<file path="src/rtl/cpa_pkg.sv">
// Shared constants, codes and payload types of the crossbar port arbiter.
// No dependencies; used by every other file of the block but assert_macros.svh.
package cpa_pkg;

   // sizes
   localparam int PORTS     = 4;
   localparam int PRIO_BITS = 8;
   localparam int PORT_W    = $clog2(PORTS);
   localparam int SLOT_W    = 2;
   localparam int GRID_W    = 3;
   localparam int MODE_W    = 2;
   localparam int COUNT_W   = 3;
   localparam int TOTAL_W   = 32;
   localparam int LIN_W     = SLOT_W + GRID_W;

   // configuration port
   localparam int CSR_IDX_W  = 2;
   localparam int CSR_DATA_W = 3;
   localparam logic [CSR_IDX_W-1:0] CSR_MODE = CSR_IDX_W'(0);
   localparam logic [CSR_IDX_W-1:0] CSR_ROWS = CSR_IDX_W'(1);
   localparam logic [CSR_IDX_W-1:0] CSR_COLS = CSR_IDX_W'(2);

   // reset values of the configuration registers
   localparam logic [GRID_W-1:0] GRID_RESET = GRID_W'(2);

   typedef enum logic [MODE_W-1:0] {
      MODE_FULL = 2'd0,
      MODE_RR   = 2'd1,
      MODE_PRIO = 2'd2,
      MODE_OFF  = 2'd3
   } mode_type;

   typedef enum logic [1:0] {
      ST_IDLE,
      ST_SCAN,
      ST_TAKE,
      ST_WRITE
   } state_type;

   typedef logic [PORTS-1:0][SLOT_W-1:0]    slot_vec_type;
   typedef logic [PORTS-1:0][PRIO_BITS-1:0] prio_vec_type;

   typedef struct packed {
      logic [PORTS-1:0] in_valid;
      slot_vec_type     dest_rows;
      slot_vec_type     dest_cols;
      prio_vec_type     priorities;
      slot_vec_type     out_space;
   } req_type;

   typedef struct packed {
      logic [PORTS-1:0]   taken_mask;
      logic [PORTS-1:0]   delivered_mask;
      slot_vec_type       dest_ports;
      logic [COUNT_W-1:0] delivered_count;
      logic [TOTAL_W-1:0] total_delivered;
   } rsp_type;

   // what the shared unit reports for the input under test
   typedef struct packed {
      logic              in_grid;
      logic [PORT_W-1:0] port;
      logic              has_space;
      logic              prio_wins;
   } unit_res_type;

endpackage

</file>
<file path="src/rtl/cpa_ifs.sv">
// Valid/ready channel interfaces for requests and results.
// Depends on cpa_pkg for the payload types.
interface cpa_req_if;
   logic             valid;
   logic             ready;
   cpa_pkg::req_type payload;

   modport source (output valid, output payload, input ready);
   modport sink   (input valid, input payload, output ready);
endinterface

interface cpa_rsp_if;
   logic             valid;
   logic             ready;
   cpa_pkg::rsp_type payload;

   modport source (output valid, output payload, input ready);
   modport sink   (input valid, input payload, output ready);
endinterface

</file>
<file path="src/rtl/crossbar_port_arbiter_top.sv">
// Crossbar port arbiter: top level with configuration registers and
// result register. Depends on cpa_pkg, cpa_ifs and cpa_seq.
//
// Use:
//   req_bus carries one crossbar cycle per request: input valid mask,
//   destination row/column per input, priorities and output free slots.
//   rsp_bus returns one result per request: taken and delivered masks,
//   resolved output ports, the delivered count and the running total.
//   csr_wr_en/csr_index/csr_wdata write mode (0), grid rows (1) and grid
//   columns (2); write them only while no request is in flight.
// Operation:
//   A request is accepted in the idle cycle, then the inputs are walked
//   one per cycle through the shared compare unit; priority mode adds a
//   take step for the winner, and a write step loads the result register.
//   The result register frees the core: the next request is taken while
//   the previous result still waits; if the receiver stalls past that,
//   the core holds in its write step and req_bus.ready stays low.
// Reset:
//   Synchronous, active high: mode full forwarding, 2x2 grid, round-robin
//   pointer and running total cleared, no result pending.
module crossbar_port_arbiter_top (
   input  logic                              clock,
   input  logic                              reset,
   input  logic                              csr_wr_en,
   input  logic [cpa_pkg::CSR_IDX_W-1:0]     csr_index,
   input  logic [cpa_pkg::CSR_DATA_W-1:0]    csr_wdata,
   cpa_req_if.sink                           req_bus,
   cpa_rsp_if.source                         rsp_bus
);

   logic [cpa_pkg::MODE_W-1:0] mode_ff;
   logic [cpa_pkg::GRID_W-1:0] rows_ff;
   logic [cpa_pkg::GRID_W-1:0] cols_ff;
   logic                       rsp_valid_ff, rsp_valid_in;
   cpa_pkg::rsp_type           rsp_data_ff;
   cpa_pkg::rsp_type           seq_data;
   logic                       out_free;
   logic                       push;

   // configuration registers
   always_ff @(posedge clock) begin
      if (reset) begin
         mode_ff <= cpa_pkg::MODE_FULL;
         rows_ff <= cpa_pkg::GRID_RESET;
         cols_ff <= cpa_pkg::GRID_RESET;
      end else if (csr_wr_en) begin
         unique case (csr_index)
            cpa_pkg::CSR_MODE: mode_ff <= csr_wdata[cpa_pkg::MODE_W-1:0];
            cpa_pkg::CSR_ROWS: rows_ff <= csr_wdata[cpa_pkg::GRID_W-1:0];
            cpa_pkg::CSR_COLS: cols_ff <= csr_wdata[cpa_pkg::GRID_W-1:0];
            default: ;
         endcase
      end
   end

   assign out_free = !rsp_valid_ff || rsp_bus.ready;

   cpa_seq u_seq (
      .clock     (clock),
      .reset     (reset),
      .mode      (cpa_pkg::mode_type'(mode_ff)),
      .grid_rows (rows_ff),
      .grid_cols (cols_ff),
      .req_valid (req_bus.valid),
      .req_ready (req_bus.ready),
      .req_data  (req_bus.payload),
      .out_free  (out_free),
      .push      (push),
      .rsp_data  (seq_data)
   );

   // result register
   always_comb begin
      if (push) begin
         rsp_valid_in = 1'b1;
      end else if (rsp_bus.ready) begin
         rsp_valid_in = 1'b0;
      end else begin
         rsp_valid_in = rsp_valid_ff;
      end
   end

   always_ff @(posedge clock) begin
      if (reset) begin
         rsp_valid_ff <= 1'b0;
      end else begin
         rsp_valid_ff <= rsp_valid_in;
      end
   end

   always_ff @(posedge clock) begin
      if (push) begin
         rsp_data_ff <= seq_data;
      end
   end

   assign rsp_bus.valid   = rsp_valid_ff;
   assign rsp_bus.payload = rsp_data_ff;

endmodule

</file>
<file path="src/rtl/cpa_unit.sv">
// Shared destination / space / priority compare unit, used once per scan step and in the take step.
// Depends on cpa_pkg.
module cpa_unit (
   input  logic [cpa_pkg::SLOT_W-1:0]    row,
   input  logic [cpa_pkg::SLOT_W-1:0]    col,
   input  logic [cpa_pkg::GRID_W-1:0]    grid_rows,
   input  logic [cpa_pkg::GRID_W-1:0]    grid_cols,
   input  cpa_pkg::slot_vec_type         space,
   input  logic [cpa_pkg::PRIO_BITS-1:0] prio,
   input  logic [cpa_pkg::PRIO_BITS-1:0] best_prio,
   input  logic                          found,
   output cpa_pkg::unit_res_type         res
);

   logic [cpa_pkg::LIN_W-1:0] prod;
   logic [cpa_pkg::LIN_W-1:0] lin;

   // linear port index = row * cols + col
   assign prod = cpa_pkg::LIN_W'(row) * cpa_pkg::LIN_W'(grid_cols);
   assign lin  = prod + cpa_pkg::LIN_W'(col);

   always_comb begin
      res.in_grid   = (cpa_pkg::GRID_W'(row) < grid_rows)
                   && (cpa_pkg::GRID_W'(col) < grid_cols)
                   && (lin < cpa_pkg::LIN_W'(cpa_pkg::PORTS));
      res.port      = lin[cpa_pkg::PORT_W-1:0];
      res.has_space = (space[res.port] != '0);
      res.prio_wins = !found || (prio > best_prio);
   end

endmodule

</file>
<file path="src/rtl/cpa_seq.sv">
// Scan sequencer: walks the inputs one per cycle through the shared unit
// and builds one result. Depends on cpa_pkg and cpa_unit.
module cpa_seq (
   input  logic                        clock,
   input  logic                        reset,
   input  cpa_pkg::mode_type           mode,
   input  logic [cpa_pkg::GRID_W-1:0]  grid_rows,
   input  logic [cpa_pkg::GRID_W-1:0]  grid_cols,
   input  logic                        req_valid,
   output logic                        req_ready,
   input  cpa_pkg::req_type            req_data,
   input  logic                        out_free,
   output logic                        push,
   output cpa_pkg::rsp_type            rsp_data
);

   cpa_pkg::state_type state_ff, state_in;
   logic [cpa_pkg::PORT_W-1:0]    step_ff, step_in;
   logic [cpa_pkg::PORT_W-1:0]    last_ff, last_in;
   logic [cpa_pkg::TOTAL_W-1:0]   total_ff, total_in;

   // latched request and per-item work registers
   logic [cpa_pkg::PORTS-1:0]     valid_ff, valid_in;
   cpa_pkg::slot_vec_type         rows_ff, rows_in;
   cpa_pkg::slot_vec_type         cols_ff, cols_in;
   cpa_pkg::prio_vec_type         prios_ff, prios_in;
   cpa_pkg::slot_vec_type         space_ff, space_in;
   logic [cpa_pkg::PORTS-1:0]     taken_ff, taken_in;
   logic [cpa_pkg::PORTS-1:0]     deliv_ff, deliv_in;
   cpa_pkg::slot_vec_type         ports_ff, ports_in;
   logic [cpa_pkg::COUNT_W-1:0]   count_ff, count_in;
   logic                          done_ff, done_in;
   logic                          found_ff, found_in;
   logic [cpa_pkg::PORT_W-1:0]    best_ff, best_in;
   logic [cpa_pkg::PRIO_BITS-1:0] bestp_ff, bestp_in;

   logic [cpa_pkg::PORT_W:0]      rr_sum;
   logic [cpa_pkg::PORT_W-1:0]    rr_idx;
   logic [cpa_pkg::PORT_W-1:0]    scan_idx;
   logic [cpa_pkg::PORT_W-1:0]    unit_idx;
   logic                          do_take;
   cpa_pkg::unit_res_type         res;

   // round-robin index: last served + 1 + step, wrapped
   assign rr_sum = cpa_pkg::PORT_W'(1) + {1'b0, last_ff} + {1'b0, step_ff};
   assign rr_idx = (rr_sum >= (cpa_pkg::PORT_W+1)'(cpa_pkg::PORTS))
                 ? cpa_pkg::PORT_W'(rr_sum - (cpa_pkg::PORT_W+1)'(cpa_pkg::PORTS))
                 : rr_sum[cpa_pkg::PORT_W-1:0];
   assign scan_idx = (mode == cpa_pkg::MODE_RR) ? rr_idx : step_ff;
   assign unit_idx = (state_ff == cpa_pkg::ST_TAKE) ? best_ff : scan_idx;

   cpa_unit u_unit (
      .row       (rows_ff[unit_idx]),
      .col       (cols_ff[unit_idx]),
      .grid_rows (grid_rows),
      .grid_cols (grid_cols),
      .space     (space_ff),
      .prio      (prios_ff[unit_idx]),
      .best_prio (bestp_ff),
      .found     (found_ff),
      .res       (res)
   );

   // state and work registers
   always_ff @(posedge clock) begin
      if (reset) begin
         state_ff <= cpa_pkg::ST_IDLE;
         last_ff  <= '0;
         total_ff <= '0;
      end else begin
         state_ff <= state_in;
         last_ff  <= last_in;
         total_ff <= total_in;
      end
   end

   always_ff @(posedge clock) begin
      step_ff  <= step_in;
      valid_ff <= valid_in;
      rows_ff  <= rows_in;
      cols_ff  <= cols_in;
      prios_ff <= prios_in;
      space_ff <= space_in;
      taken_ff <= taken_in;
      deliv_ff <= deliv_in;
      ports_ff <= ports_in;
      count_ff <= count_in;
      done_ff  <= done_in;
      found_ff <= found_in;
      best_ff  <= best_in;
      bestp_ff <= bestp_in;
   end

   // next state and datapath control
   always_comb begin
      state_in  = state_ff;
      step_in   = step_ff;
      last_in   = last_ff;
      total_in  = total_ff;
      valid_in  = valid_ff;
      rows_in   = rows_ff;
      cols_in   = cols_ff;
      prios_in  = prios_ff;
      space_in  = space_ff;
      taken_in  = taken_ff;
      deliv_in  = deliv_ff;
      ports_in  = ports_ff;
      count_in  = count_ff;
      done_in   = done_ff;
      found_in  = found_ff;
      best_in   = best_ff;
      bestp_in  = bestp_ff;
      req_ready = 1'b0;
      push      = 1'b0;
      do_take   = 1'b0;

      unique case (state_ff)
         cpa_pkg::ST_IDLE: begin
            // no request is taken while reset is held
            req_ready = !reset;
            if (req_valid && req_ready) begin
               valid_in = req_data.in_valid;
               rows_in  = req_data.dest_rows;
               cols_in  = req_data.dest_cols;
               prios_in = req_data.priorities;
               space_in = req_data.out_space;
               taken_in = '0;
               deliv_in = '0;
               ports_in = '0;
               count_in = '0;
               done_in  = 1'b0;
               found_in = 1'b0;
               best_in  = '0;
               bestp_in = '0;
               step_in  = '0;
               state_in = cpa_pkg::ST_SCAN;
            end
         end
         cpa_pkg::ST_SCAN: begin
            unique case (mode)
               cpa_pkg::MODE_FULL: do_take = valid_ff[scan_idx];
               cpa_pkg::MODE_RR:   do_take = valid_ff[scan_idx] && !done_ff;
               cpa_pkg::MODE_PRIO: begin
                  if (valid_ff[scan_idx] && res.prio_wins) begin
                     found_in = 1'b1;
                     best_in  = scan_idx;
                     bestp_in = prios_ff[scan_idx];
                  end
               end
               default: do_take = 1'b0;
            endcase
            step_in = step_ff + cpa_pkg::PORT_W'(1);
            if (step_ff == cpa_pkg::PORT_W'(cpa_pkg::PORTS - 1)) begin
               state_in = (mode == cpa_pkg::MODE_PRIO) ? cpa_pkg::ST_TAKE
                                                       : cpa_pkg::ST_WRITE;
            end
         end
         cpa_pkg::ST_TAKE: begin
            do_take  = found_ff;
            state_in = cpa_pkg::ST_WRITE;
         end
         cpa_pkg::ST_WRITE: begin
            if (out_free) begin
               push     = 1'b1;
               total_in = total_ff + cpa_pkg::TOTAL_W'(count_ff);
               state_in = cpa_pkg::ST_IDLE;
            end
         end
         default: state_in = cpa_pkg::ST_IDLE;
      endcase

      // take the input under test, deliver when in grid and space remains
      if (do_take) begin
         taken_in[unit_idx] = 1'b1;
         if (res.in_grid) begin
            ports_in[unit_idx] = cpa_pkg::SLOT_W'(res.port);
            if (res.has_space) begin
               space_in[res.port] = space_ff[res.port] - cpa_pkg::SLOT_W'(1);
               deliv_in[unit_idx] = 1'b1;
               count_in           = count_ff + cpa_pkg::COUNT_W'(1);
               if (mode == cpa_pkg::MODE_RR) begin
                  done_in = 1'b1;
                  last_in = unit_idx;
               end
            end
         end
      end
   end

   // result as it leaves the write state
   always_comb begin
      rsp_data.taken_mask      = taken_ff;
      rsp_data.delivered_mask  = deliv_ff;
      rsp_data.dest_ports      = ports_ff;
      rsp_data.delivered_count = count_ff;
      rsp_data.total_delivered = total_ff + cpa_pkg::TOTAL_W'(count_ff);
   end

endmodule

</file>
<file path="src/flat_wrapper.sv">
// flat-port wrapper written by rule: the top's interface ports become plain ports
module crossbar_port_arbiter_top_flat 
  (clock, reset, csr_wr_en, csr_index, csr_wdata, req_bus_valid, req_bus_payload, req_bus_ready, rsp_bus_valid, rsp_bus_payload, rsp_bus_ready);
  cpa_req_if req_bus_i ();
  cpa_rsp_if rsp_bus_i ();
  input  logic clock;
  input  logic reset;
  input  logic csr_wr_en;
  input  logic [cpa_pkg::CSR_IDX_W-1:0] csr_index;
  input  logic [cpa_pkg::CSR_DATA_W-1:0] csr_wdata;
  input wire logic [$bits(req_bus_i.valid)-1:0] req_bus_valid;
  input wire logic [$bits(req_bus_i.payload)-1:0] req_bus_payload;
  output wire logic [$bits(req_bus_i.ready)-1:0] req_bus_ready;
  output wire logic [$bits(rsp_bus_i.valid)-1:0] rsp_bus_valid;
  output wire logic [$bits(rsp_bus_i.payload)-1:0] rsp_bus_payload;
  input wire logic [$bits(rsp_bus_i.ready)-1:0] rsp_bus_ready;
  assign req_bus_i.valid = req_bus_valid;
  assign req_bus_i.payload = req_bus_payload;
  assign req_bus_ready = req_bus_i.ready;
  assign rsp_bus_valid = rsp_bus_i.valid;
  assign rsp_bus_payload = rsp_bus_i.payload;
  assign rsp_bus_i.ready = rsp_bus_ready;
  crossbar_port_arbiter_top u_core (.clock(clock), .reset(reset), .csr_wr_en(csr_wr_en), .csr_index(csr_index), .csr_wdata(csr_wdata), .req_bus(req_bus_i), .rsp_bus(rsp_bus_i));
endmodule
</file>
<file path="config.mk">
export PLATFORM = sky130hd
export DESIGN_NAME = crossbar_port_arbiter_top_flat
export DESIGN_NICKNAME = d
export VERILOG_FILES = /design/src/rtl/cpa_pkg.sv /design/src/rtl/cpa_ifs.sv /design/src/rtl/crossbar_port_arbiter_top.sv /design/src/rtl/cpa_unit.sv /design/src/rtl/cpa_seq.sv /design/src/flat_wrapper.sv
export SDC_FILE = /design/constraint.sdc
export NUM_CORES = 1
export LEC_CHECK = 0
export BUFFER_PORTS_ARGS = -buffer_cell sky130_fd_sc_hd__buf_4
export CAP_MARGIN = 20
export CORE_MARGIN = 2
export CORE_UTILIZATION = 40
export DETAILED_ROUTE_END_ITERATION = 8
export GPL_TIMING_DRIVEN = 0
export SLEW_MARGIN = 20
export SYNTH_ARGS = -nofsm -noshare
export SYNTH_HDL_FRONTEND = slang
export SYNTH_SLANG_ARGS = --single-unit
</file>
<file path="constraint.sdc">
create_clock -name clock -period 7.35 [get_ports clock]
set_clock_uncertainty 0.2 [all_clocks]
set_input_delay 0.735 -clock clock [delete_from_list [all_inputs] [get_ports clock]]
set_output_delay 0.735 -clock clock [all_outputs]
set_load 0.02 [all_outputs]
</file>
==> results.toml, run 1 <==
[sta]
setup-tns-final_ns = 0
holdWs_ns = 0.2293
slew_violations = 0
rsz0062_at_grt = "false"
fmax_ghz = 0.1633
timing.final.crit_period_ns = 6.124
relSlewSlack_pct = 35.67
setup_viol = 0
hold_viol_final = 0
tightest_slew_ns = 0.9613
finalCritPeriodShare_pct = 83.32

[synth]
netlist_area_sq_mm = 0.008512
synth-edff-count = 116
synth_cell_types = 56
syn_inst = 698
synth_flop_cell = "edfxtp_1"
synth_top_cell_by_area = "edfxtp_1"
synth_warnings = 0
seq_area_frac_synth_pct = 58.09
yosys_register_bits = 189
synthTopCellsByArea = "edfxtp_1 41%, dfxtp_1 17%, mux4_2 5.3%"
syn-num-nets = 798
synth_area_per_cell_sq_um = 12.19
netlist.area_leader.share_pct = 40.92
synth_async_sr_flop_share_pct = 0

[status]
status = "finished, final reports clean"

[finish]
drive_gt1_share_pct = 22.37
final.fill_count = 1947
area_growth_pct = 22.27
antennaDiodeCount = 0
num-nets-final = 941
stdcell_area_sq_mm = 0.01041

[floorplanning]
start_util_pct = 40.62
rows = 53
dieArea_sq_mm = 0.02246
fp.coreArea_sq_mm = 0.02096
ios = 123
die_y_um = 149.9
dieWidth_um = 149.9

[setup_path]
reg2reg_slack_ns = 1.23
worstPathCellList = "clkbuf_2 -> inv_1 -> ha_1 -> nor4b_1 -> a211oi_1 -> clkbuf_1 -> mux4_2 -> fa_1 -> ha_1 -> inv_1 -> fa_1 -> a2111oi_0 -> a21oi_1 -> a2111oi_4 -> nand2_2 -> mux2_1"
endpoint = "u_core.u_seq.count_ff[1]$_DFF_P_"
critPathMaxFanout = 10
required_ns = 7.47
r2r_end = "u_core.u_seq.count_ff[1]$_DFF_P_"
critPathLaunch = "u_core.u_seq.step_ff[0]$_SDFFCE_PN0P_"
endpoint_kind = "register"
cpPeakStageDelay_ns = 0.74
slowest_stage = "clkbuf_1"
r2r_start = "u_core.u_seq.step_ff[0]$_SDFFCE_PN0P_"
arrival_ns = 6.24
criticalPathCategory = "register to register"
ff2ff_path_depth = 16
cp-start-kind = "register"

[clocking]
cts.clk_slew.worst_paths_ns = 0.06
root_buffer = "clkbuf_16"
ctsResizeCount = 0
cts_sinks = 189
cts_made_buffers = 17
clock_latency_ns = 0.44
cts_setup_buffers = 0
cts_buffer_depth = 2
tritoncts = "built"
holdBufCountCts = 0
htree_levels = 4

[power_and_ir_drop]
power_density_mw_per_mm2 = 305.7
ir_worst_vdd_uv = 178.9
p_leak_nw = 4.257

[flow_run]
drv_cap = 0

[place]
port_buffers = 122
place_area_sq_mm = 0.009827
place_congestion = 0.7784
dp_hpwl_mm = 12.33

[drt]
route.detailed.drc = 0
vias = 5509
ant_nets = 0
drtPass1Iterations = 4
viasPerCell = 4.880
drtIter0Drc = 247
detail_route.wirelength_mm = 16.74
wire_per_inst_um = 14.82

[grt]
grt_pass1_wl_mm = 27.57
grt-ovfl-total = 0
grt_usage_pct = 15.83
first_global_vias = 5395
grt_max_degree = 51
antenna_found_initial = 0

[min_path]
hp-class = "register to register"
cell usage after synthesis, drive strengths merged, types with 19 or more instances:
cell type  count
edfxtp       116
dfxtp         73
nand2         61
nor2          59
inv           39
mux2i         37
o21ai         31
ha            27
xor2          26
a21oi         23
xnor2         23
mux4          20
and2          19
critical path, delay by kind of cell, from the launching register on:
kind | cells | cell delay [ns]
fa+ha+maj | 4 | 1.39
flops | 1 | 0.35
compound gates | 4 | 1.70
buf+inv | 4 | 1.06
simple gates | 2 | 0.30
mux | 2 | 1.01
metal layers:
metal  track usage [%]  routed length, um
met2             24.50               7703
met3             3.963                708
met4             5.613                291
met5                 0                  0
met1             21.66               8033
stage by stage:
stage                     util (%)  total power (W)  setup slack, ns  std cells
final                        49.67         0.003181            1.226       1129
after global routing         49.67         0.003388           0.7326       1129
after CTS                    49.67         0.003223            1.091       1129
after detailed placement     46.90         0.002317            1.104       1097
after global placement       46.63         0.002298            1.176       1095
after floorplan                  -         0.002034            2.071        698
cell usage in the layout (no fill, tap or decap), types with 15 or more instances in the layout:
cell,Yosys,routed
inv_1,39,38
and2_1,19,19
xnor2_1,23,23
xor2_1,26,26
o21ai_0,31,31
edfxtp_1,116,116
clkbuf_16,0,18
buf_4,0,122
dfxtp_1,73,73
nor2_1,59,59
nand2_1,60,60
mux2i_1,37,37
ha_1,27,27
nand3_1,15,15
a21oi_1,22,21
clkbuf_1,14,15
mux4_2,20,20
sequential cells by signal (all words and copies together) (netlist names), 2 cells and up:
register and cells:
u_core.u_seq.valid_ff 4, u_core.u_seq.last_ff 2, u_core.u_seq.rsp_data 8, u_core.cols_ff 3, u_core.rsp_bus.payload 51, u_core.u_seq.cols_ff 8
u_core.mode_ff 2, u_core.u_seq.step_ff 2, u_core.rows_ff 3, u_core.u_seq.rows_ff 8, u_core.u_seq.count_ff 3, u_core.u_seq.state_ff 2
u_core.u_seq.deliv_ff 4, u_core.u_seq.taken_ff 4, u_core.u_seq.bestp_ff 8, u_core.u_seq.prios_ff 32, u_core.u_seq.best_ff 2, u_core.u_seq.total_ff 32
u_core.u_seq.space_ff 8
power breakdown:
group	total [W]	leakage, nW	switching [W]	internal, W
sequential	0.00133	1.70	0.0000535	0.00127
combinational	0.000951	2.27	0.000546	0.000405
clock	0.000903	0.289	0.000399	0.000504
total	0.00318	4.26	0.000999	0.00218
how the worst min path moves through the flow:
stage,startpoint,to,slack (ns),cells after the start
floorplan,u_core.u_seq.rsp_data[35]$_DFF_P_,u_core.rsp_bus.payload[35]$_DFFE_PP_,0.21,0
global placement,u_core.u_seq.deliv_ff[3]$_DFF_P_,u_core.rsp_bus.payload[46]$_DFFE_PP_,0.21,0
detailed placement,u_core.u_seq.rsp_data[39]$_DFF_P_,u_core.rsp_bus.payload[39]$_DFFE_PP_,0.21,0
CTS,u_core.u_seq.taken_ff[2]$_DFF_P_,u_core.rsp_bus.payload[49]$_DFFE_PP_,0.23,0
global route,u_core.u_seq.taken_ff[2]$_DFF_P_,u_core.rsp_bus.payload[49]$_DFFE_PP_,0.24,0
finish,u_core.u_seq.taken_ff[2]$_DFF_P_,u_core.rsp_bus.payload[49]$_DFFE_PP_,0.23,0
layout make-up:
| cell class | instances | area [sq um] | share of cell area (%) |
|---|---|---|---|
| Inverter | 40 | 150.1 | 1.443 |
| Multi-Input combinational cell | 448 | 3329 | 31.99 |
| Buffer | 21 | 95.09 | 0.9137 |
| Tap cell | 275 | 344.1 | 3.306 |
| Clock inverter | 10 | 103.9 | 0.9978 |
| Sequential cell | 189 | 4945 | 47.51 |
| Timing Repair Buffer | 124 | 963.4 | 9.257 |
| Clock buffer | 22 | 476.7 | 4.580 |
kinds of logic after synthesis:
logic type	count (synthesis)	share of synthesized area (%)
AO/OA/AOI/OAI	80	5.865
multiplexers	61	10.26
adder cells (fa/ha/maj)	30	4.674
AND/OR/NAND/NOR	228	13.23
XOR/XNOR	49	5.042
flip-flops	189	58.09
buffers and inverters	61	2.837
(Power assumes the default switching activity.)
==> run 2: changes to the inputs <==
==> constraint.sdc (replaced) <==
create_clock -name clock -period 5.5 [get_ports clock]
set_clock_uncertainty 0.2 [all_clocks]
set_input_delay 0.55 -clock clock [delete_from_list [all_inputs] [get_ports clock]]
set_output_delay 0.55 -clock clock [all_outputs]
set_load 0.02 [all_outputs]
==> run 2 against run 1 <==
Against the previous run:
- die area stayed put
- largest cell class unchanged
- worst hold slack worse by 0.14 ns
- fmax up 16%
- register-to-register slack worse by 1.0 ns
- wire length increased by 1.5%
- worst setup slack got worse by 1.0 ns
- sequential power up 33%
- largest power group unchanged
- combinational power is 45% higher
- via count is 1.5% higher
==> results.toml, run 2 (synthesis gave the netlist of run 1 again) <==
[sta]
tightest_slew_ns = 0.9516
finalCritPeriodShare_pct = 96.27
relSlewSlack_pct = 36.32
setup-tns-final_ns = 0
slew_violations = 0
holdWs_ns = 0.08553
setup_viol = 0
fmax_ghz = 0.1889
hold_viol_final = 0
timing.final.crit_period_ns = 5.295

[grt]
antenna_found_initial = 0
grt_pass1_wl_mm = 27.63
grt-ovfl-total = 0
grt_usage_pct = 15.87
first_global_vias = 5402
grt_max_degree = 51

[drt]
route.detailed.drc = 0
viasPerCell = 4.920
drtIter0Drc = 257
drtPass1Iterations = 4
vias = 5589
ant_nets = 0
wire_per_inst_um = 14.96
detail_route.wirelength_mm = 16.99

[clocking]
cts_buffer_depth = 2
htree_levels = 4
root_buffer = "clkbuf_16"
cts.clk_slew.worst_paths_ns = 0.07
holdBufCountCts = 0
cts_made_buffers = 17
clock_latency_ns = 0.43
cts_sinks = 189
tritoncts = "built"

[finish]
area_growth_pct = 24.08
antennaDiodeCount = 0
largest_register_ffs = 51
final_cell_mix = "130 x buf_4, 116 x edfxtp_1, 73 x dfxtp_1"
num-nets-final = 948
final_common_cell = "buf_4"
drive_gt1_share_pct = 24.51

[setup_path]
reg2reg_slack_ns = 0.21
criticalPathCategory = "register to register"
arrival_ns = 5.42
r2r_end = "u_core.u_seq.last_ff[0]$_SDFFE_PP0P_"
cp-start-kind = "register"
required_ns = 5.62
endpoint_kind = "register"
critPathMaxFanout = 7
ff2ff_path_depth = 17
r2r_start = "u_core.u_seq.step_ff[0]$_SDFFCE_PN0P_"

[place]
place_congestion = 0.7784
dp_hpwl_mm = 12.33
port_buffers = 122

[power_and_ir_drop]
p_leak_nw = 4.298
ir_worst_vdd_uv = 239.0
power_density_mw_per_mm2 = 413.5

[floorplanning]
fp.coreArea_sq_mm = 0.02096
dieWidth_um = 149.9
ios = 123
dieArea_sq_mm = 0.02246
rows = 53
start_util_pct = 40.62
die_y_um = 149.9

[flow_run]
drv_cap = 0

[min_path]
hold_end = "u_core.u_seq.prios_ff[27]$_DFFE_PP_"
hold_depth = 1
hp-class = "input port to register"
hold_start = "req_bus_payload[35]"

[status]
status = "finished, final reports clean"
## run 2: cell types whose count changed in the layout (fill, tap and decap cells not counted), sizes merged
cell	before	now
buf	130	137
## run 2: how the worst max path moves through the flow
stage	start	endpoint	depth (start not counted)
after global routing	u_core.u_seq.step_ff[0]$_SDFFCE_PN0P_	u_core.u_seq.last_ff[0]$_SDFFE_PP0P_	17
final	u_core.u_seq.step_ff[0]$_SDFFCE_PN0P_	u_core.u_seq.last_ff[0]$_SDFFE_PP0P_	17
after CTS	u_core.u_seq.step_ff[0]$_SDFFCE_PN0P_	u_core.u_seq.count_ff[1]$_DFF_P_	17
after detailed placement	u_core.u_seq.step_ff[0]$_SDFFCE_PN0P_	u_core.u_seq.count_ff[1]$_DFF_P_	16
after floorplan	u_core.u_seq.step_ff[0]$_SDFFCE_PN0P_	u_core.u_seq.last_ff[0]$_SDFFE_PP0P_	16
after global placement	u_core.u_seq.step_ff[0]$_SDFFCE_PN0P_	u_core.u_seq.count_ff[1]$_DFF_P_	16
## run 2: area by class of cell
type	count	area [sq um]
flip-flops and latches	189	4945
well taps	275	344.1
clock inverters	10	103.9
fillers	1951	10390
multi-input cells	448	3417
plain buffers	21	108.9
inverters	40	150.1
clock buffers	22	476.7
repair buffers	131	1016
## run 2: critical path: stages (launching register included)
cell       delay (ns)
edfxtp_1         0.35
clkbuf_4         0.19
inv_1            0.06
ha_1             0.34
nor4b_4          0.38
a211o_1          0.18
buf_8            0.13
mux4_2           0.55
and2_1           0.20
fa_1             0.51
ha_2             0.21
inv_1            0.06
fa_2             0.37
a2111oi_4        0.30
a21oi_2          0.10
a2111oi_4        0.48
nand4_2          0.23
mux2_4           0.34
## run 2: per-layer routing
layer | GRT usage, % | part of all wire [%] | vias up | wire [um]
li1 | - | - | 2808 | -
met1 | 21.69 | 48 | 2629 | 8086
met2 | 24.59 | 46 | 132 | 7844
met3 | 3.963 | 4.4 | 20 | 743
met4 | 5.613 | 1.8 | 0 | 314
met5 | 0 | 0 | - | 0
## run 2: metrics by stage
stage / cell area (sq um) / setup slack, ns / utilization [%] / instances / total power, W
2_1_floorplan: 8512 / 0.2208 / - / 698 / 0.002718
4_1_cts: 10440 / 0.1140 / 49.82 / 1131 / 0.004341
3_5_place_dp: 9827 / -0.7461 / 46.90 / 1097 / 0.003097
6_report: 10560 / 0.2053 / 50.40 / 1136 / 0.004367
3_3_place_gp: 9772 / -0.6740 / 46.63 / 1095 / 0.003071
5_1_grt: 10560 / -0.04605 / 50.40 / 1136 / 0.004639
## run 2: what timing repair did
action                                  in CTS  in global routing
endpoints found under the setup margin      26                 16
cloned                                       0                  0
hold endpoints to repair                     0                  0
resized for setup                            5                 19
setup buffers                                2                  5
pin swaps                                    1                  5
## run 2: power by group
part	internal (W)	total (W)	switching, W
Clock	0.000674	0.00121	0.000534
Sequential	0.00170	0.00177	0.0000725
Combinational	0.000614	0.00138	0.000771
Total	0.00299	0.00437	0.00138
